### config.mk
export PLATFORM = sky130hd
export DESIGN_NAME = pcpmb_ctrl
export DESIGN_NICKNAME = d
export VERILOG_FILES = /design/src/design/pcpmb_pkg.sv /design/src/design/pcpmb_ctrl.sv
export SDC_FILE = /design/constraint.sdc
export NUM_CORES = 1
export LEC_CHECK = 0
export BUFFER_PORTS_ARGS = -buffer_cell sky130_fd_sc_hd__buf_2
export CAP_MARGIN = 5
export CORE_AREA = 2 2 39 41
export DETAILED_ROUTE_END_ITERATION = 10
export DIE_AREA = 0 0 41 43
export GPL_ROUTABILITY_DRIVEN = 0
export SYNTH_ARGS = -nofsm -noshare
export SYNTH_HDL_FRONTEND = slang
export SYNTH_SLANG_ARGS = --single-unit
### constraint.sdc
create_clock -name clk -period 1.7 [get_ports clk]
set_input_delay 0.255 -clock clk [delete_from_list [all_inputs] [get_ports clk]]
set_output_delay 0.255 -clock clk [all_outputs]
set_load 0.02 [all_outputs]
### src/design/pcpmb_pkg.sv
// shared types and constants for the per-core-pair message mailbox
package pcpmb_pkg;

  // fixed field widths of the stream words
  localparam int KIND_W    = 2;
  localparam int CORE_IN_W = 3;
  localparam int MSG_W     = 64;
  localparam int SEQ_W     = 32;
  localparam int PHASE_W   = 2;

  localparam int IN_TDATA_W  = 104;
  localparam int OUT_TDATA_W = 136;

  // request kinds carried on in_tuser
  typedef enum logic [KIND_W-1:0] {
    KIND_PUSH  = 2'd0,
    KIND_DRAIN = 2'd1,
    KIND_QUERY = 2'd2,
    KIND_PHASE = 2'd3
  } kind_t;

  // target phase codes
  localparam logic [PHASE_W-1:0] PHASE_NONE  = 2'd0;
  localparam logic [PHASE_W-1:0] PHASE_FIRST = 2'd1;

  // sequencer states
  typedef enum logic [2:0] {
    ST_IDLE,
    ST_LOOKUP,
    ST_EXEC,
    ST_DREAD,
    ST_DLOAD,
    ST_OUT
  } state_t;

  // controller to datapath commands
  typedef struct packed {
    logic capture;
    logic exec;
    logic dload;
  } cmd_t;

  // datapath to controller status
  typedef struct packed {
    logic drain_go;
    logic last;
  } sts_t;

endpackage

### src/design/pcpmb_ctrl.sv
// sequencer for the mailbox: handshakes and step ordering
module pcpmb_ctrl
  import pcpmb_pkg::*;
(
  input  logic clk,
  input  logic rst_n,
  input  logic in_tvalid,
  output logic in_tready,
  output logic out_tvalid,
  input  logic out_tready,
  output cmd_t cmd,
  input  sts_t sts
);

  state_t state_r;
  state_t state_nxt;

  // state register
  always_ff @(posedge clk) begin
    if (!rst_n) begin
      state_r <= ST_IDLE;
    end else begin
      state_r <= state_nxt;
    end
  end

  // next state
  always_comb begin
    state_nxt = state_r;
    unique case (state_r)
      ST_IDLE: begin
        if (in_tvalid) state_nxt = ST_LOOKUP;
      end
      ST_LOOKUP: state_nxt = ST_EXEC;
      ST_EXEC: begin
        state_nxt = sts.drain_go ? ST_DREAD : ST_OUT;
      end
      ST_DREAD: state_nxt = ST_DLOAD;
      ST_DLOAD: state_nxt = ST_OUT;
      ST_OUT: begin
        if (out_tready) state_nxt = sts.last ? ST_IDLE : ST_DREAD;
      end
      default: state_nxt = ST_IDLE;
    endcase
  end

  // outputs
  always_comb begin
    in_tready   = (state_r == ST_IDLE);
    out_tvalid  = (state_r == ST_OUT);
    cmd.capture = (state_r == ST_IDLE) && in_tvalid;
    cmd.exec    = (state_r == ST_EXEC);
    cmd.dload   = (state_r == ST_DLOAD);
  end

endmodule

==> impl_metrics.tcl <==
set metrics [dict create \
    regMostFlops "state_r" \
    power_density_nw_per_um2 920 \
    worst_ep_arrival_time_ps 1130 \
    cts.sinks 3 \
    dieWidth_um 41 \
    hold_violations 0 \
    ys_top_cells_by_count "dfxtp_1, nor2_1" \
    grt_overflow 0 \
    ioPinCount 11 \
    clkTransAtPathRegs_ps 40 \
    start_util_pct 15.8 \
    synth_top_family_by_area "simple AND/OR/NAND/NOR gates" \
    dp_slack_ps 553 \
    synth-simple-area-share_pct 35.4 \
    cts_setup_buffers 0 \
    dr.pass1.iters 2 \
    grt_pass1_wl_um 745 \
    worst_slack_ps 312 \
    yosysWarnings 0 \
    ir_worst_vdd_uv 447 \
    track_usage_pct 6.81 \
    synth_top_area_cell "dfxtp_1" \
    start_kind "flop" \
    reg_top3 "state_r x3" \
    cts-buffers-inserted 3 \
    diodes 0 \
    grt_setup_unrepaired "false" \
    synth_xor_area_share_pct 0 \
    ys_seq_elements 3 \
    period_needed_ps 1390 \
    cp_max_fo 8 \
    drive_above_1_share_pct 41.0 \
    worstPathRequired_ps 1440 \
    synth_area_leaders "dfxtp_1, buf_6, o21a_1, and2_1, nor2_1" \
    path_cells "nor3_1 -> and2_1 -> buf_2" \
    die_area_sq_um 1760 \
    max_freq_mhz 721 \
    hp-class "in2reg" \
    holdWs_ps 258 \
    period_share_pct 81.6 \
    clockBufferDepth 2 \
    cp-end-kind "output port" \
    synth_cell_types 19 \
    routedWlPerCell_um 8.65 \
    clk_latency_ps 230 \
    ant_nets 0 \
    root_buffer "clkbuf_4" \
    grt_antenna_before_repair 0 \
    synth_area_per_cell_sq_um 8.11 \
    seq_area_frac_synth_pct 27.4 \
    synth_compound_area_share_pct 25.1 \
    fin_skew_ps 0.294 \
    grt_max_degree 10 \
    synth_area_sq_um 219 \
    cts_tree "yes" \
    netlist.area_leader.share_pct 27.4 \
    synth_nets 33 \
    setup-violations-final 0 \
    status "complete, no violations" \
    routed_via_density 4.04 \
    synth_mux_area_share_pct 0 \
    drtIter0Drc 1 \
    place_inst 51 \
    critPathKind "reg2out" \
    die_h_um 43 \
    wirelength_um 476 \
    row_count 14 \
    drc 0 \
    drv_cap 0 \
    cts_hold_buf 0 \
    final_nets 46 \
    place_hpwl_um 367 \
    portBuffers 10 \
    grt_pass1_vias 181 \
    tightestPinTransition_ps 282 \
    largest_register_ffs 3 \
    async_flop_share_pct 0 \
    cts_resized 0 \
    cpMaxStageDelayCell "dfxtp_1" \
    synth_fa_ha_area_share_pct 0 \
    synthCells 27 \
    utilization_pct 21.2 \
    drv_slew 0 \
    setup_total_negative_slack_ps 0 \
    leakagePower_uw 0.000128 \
    synth-main-ff-cell "dfxtp_1" \
    fin_cells 55 \
    vias 222 \
    relSlewSlack_pct 81.0 \
    synth_edf_count 0 \
    core_area_sq_um 1380 \
    syn2layout_area_growth_pct 33.7 \
    h-tree-depth 1 \
    max_stage_delay_ps 360 \
]
[critical path, delay by kind of cell (launching register included)]
| family | cells | cell delay, ps |
|---|---|---|
| buffers and inverters | 1 | 150 |
| AND/OR/NAND/NOR | 2 | 390 |
| flip-flops | 1 | 360 |
[metal layers]
| layer | track usage (%) | share of wire [%] | up-vias |
|---|---|---|---|
| met2 | 7.19 | 45 | 7 |
| met4 | 2.00 | 0 | 0 |
| met1 | 8.95 | 46 | 96 |
| li1 | - | - | 119 |
| met3 | 7.33 | 8.6 | 0 |
| met5 | 0 | 0 | - |
[final timing paths]
kind                      startpoint  slack [ps]  cells past startpoint                       to
max          state_r[2]$_SDFFE_PN0P_         310                      3                   cmd[2]
min                            rst_n         260                      2  state_r[2]$_SDFFE_PN0P_
max reg2reg  state_r[0]$_SDFFE_PN0P_         580                      3  state_r[1]$_SDFFE_PN0P_
min reg2reg  state_r[1]$_SDFFE_PN0P_         580                      2  state_r[1]$_SDFFE_PN0P_
[kinds of logic (layout without fill, tap and decap cells)]
logic type | after synthesis | count (layout)
and+or+nand+nor | 13 | 13
AOI/OAI and AO/OA | 8 | 8
DFF | 3 | 3
buffers and inverters | 3 | 15
[through the flow]
stage                     power (uW)  instance area (sq um)
after CTS                        277                    293
after global routing             291                    293
final                            269                    293
after global placement           146                    267
after floorplan                  133                    219
after detailed placement         145                    267
[report_power, final]
part / internal (uW) / switching, uW
Combinational: 27.5 / 30.2
Sequential: 75.9 / 10.2
Clock: 88.0 / 37.6
[cell type report]
class	instances	area, sq um
Timing Repair Buffer	10	50.0
Clock buffer	4	26.3
Sequential cell	3	60.1
Inverter	1	3.75
Tap cell	16	20.0
Multi-Input combinational cell	21	133
Fill cell	166	1090
[cell usage in the layout, fill, tap and decap left out, drive strengths merged]
| cell type | synthesis | routed |
|---|---|---|
| a211o | 1 | 1 |
| a211oi | 1 | 1 |
| a21oi | 2 | 2 |
| and2 | 2 | 2 |
| and2b | 1 | 1 |
| buf | 2 | 10 |
| clkbuf | 0 | 4 |
| dfxtp | 3 | 3 |
| inv | 1 | 1 |
| nand2 | 1 | 1 |
| nand2b | 1 | 1 |
| nand3 | 1 | 1 |
| nand3b | 1 | 1 |
| nor2 | 3 | 3 |
| nor2b | 1 | 1 |
| nor3 | 1 | 1 |
| nor3b | 1 | 1 |
| o21a | 2 | 2 |
| o21ai | 1 | 1 |
| o41ai | 1 | 1 |
Power figures use the tool's default switching activity.
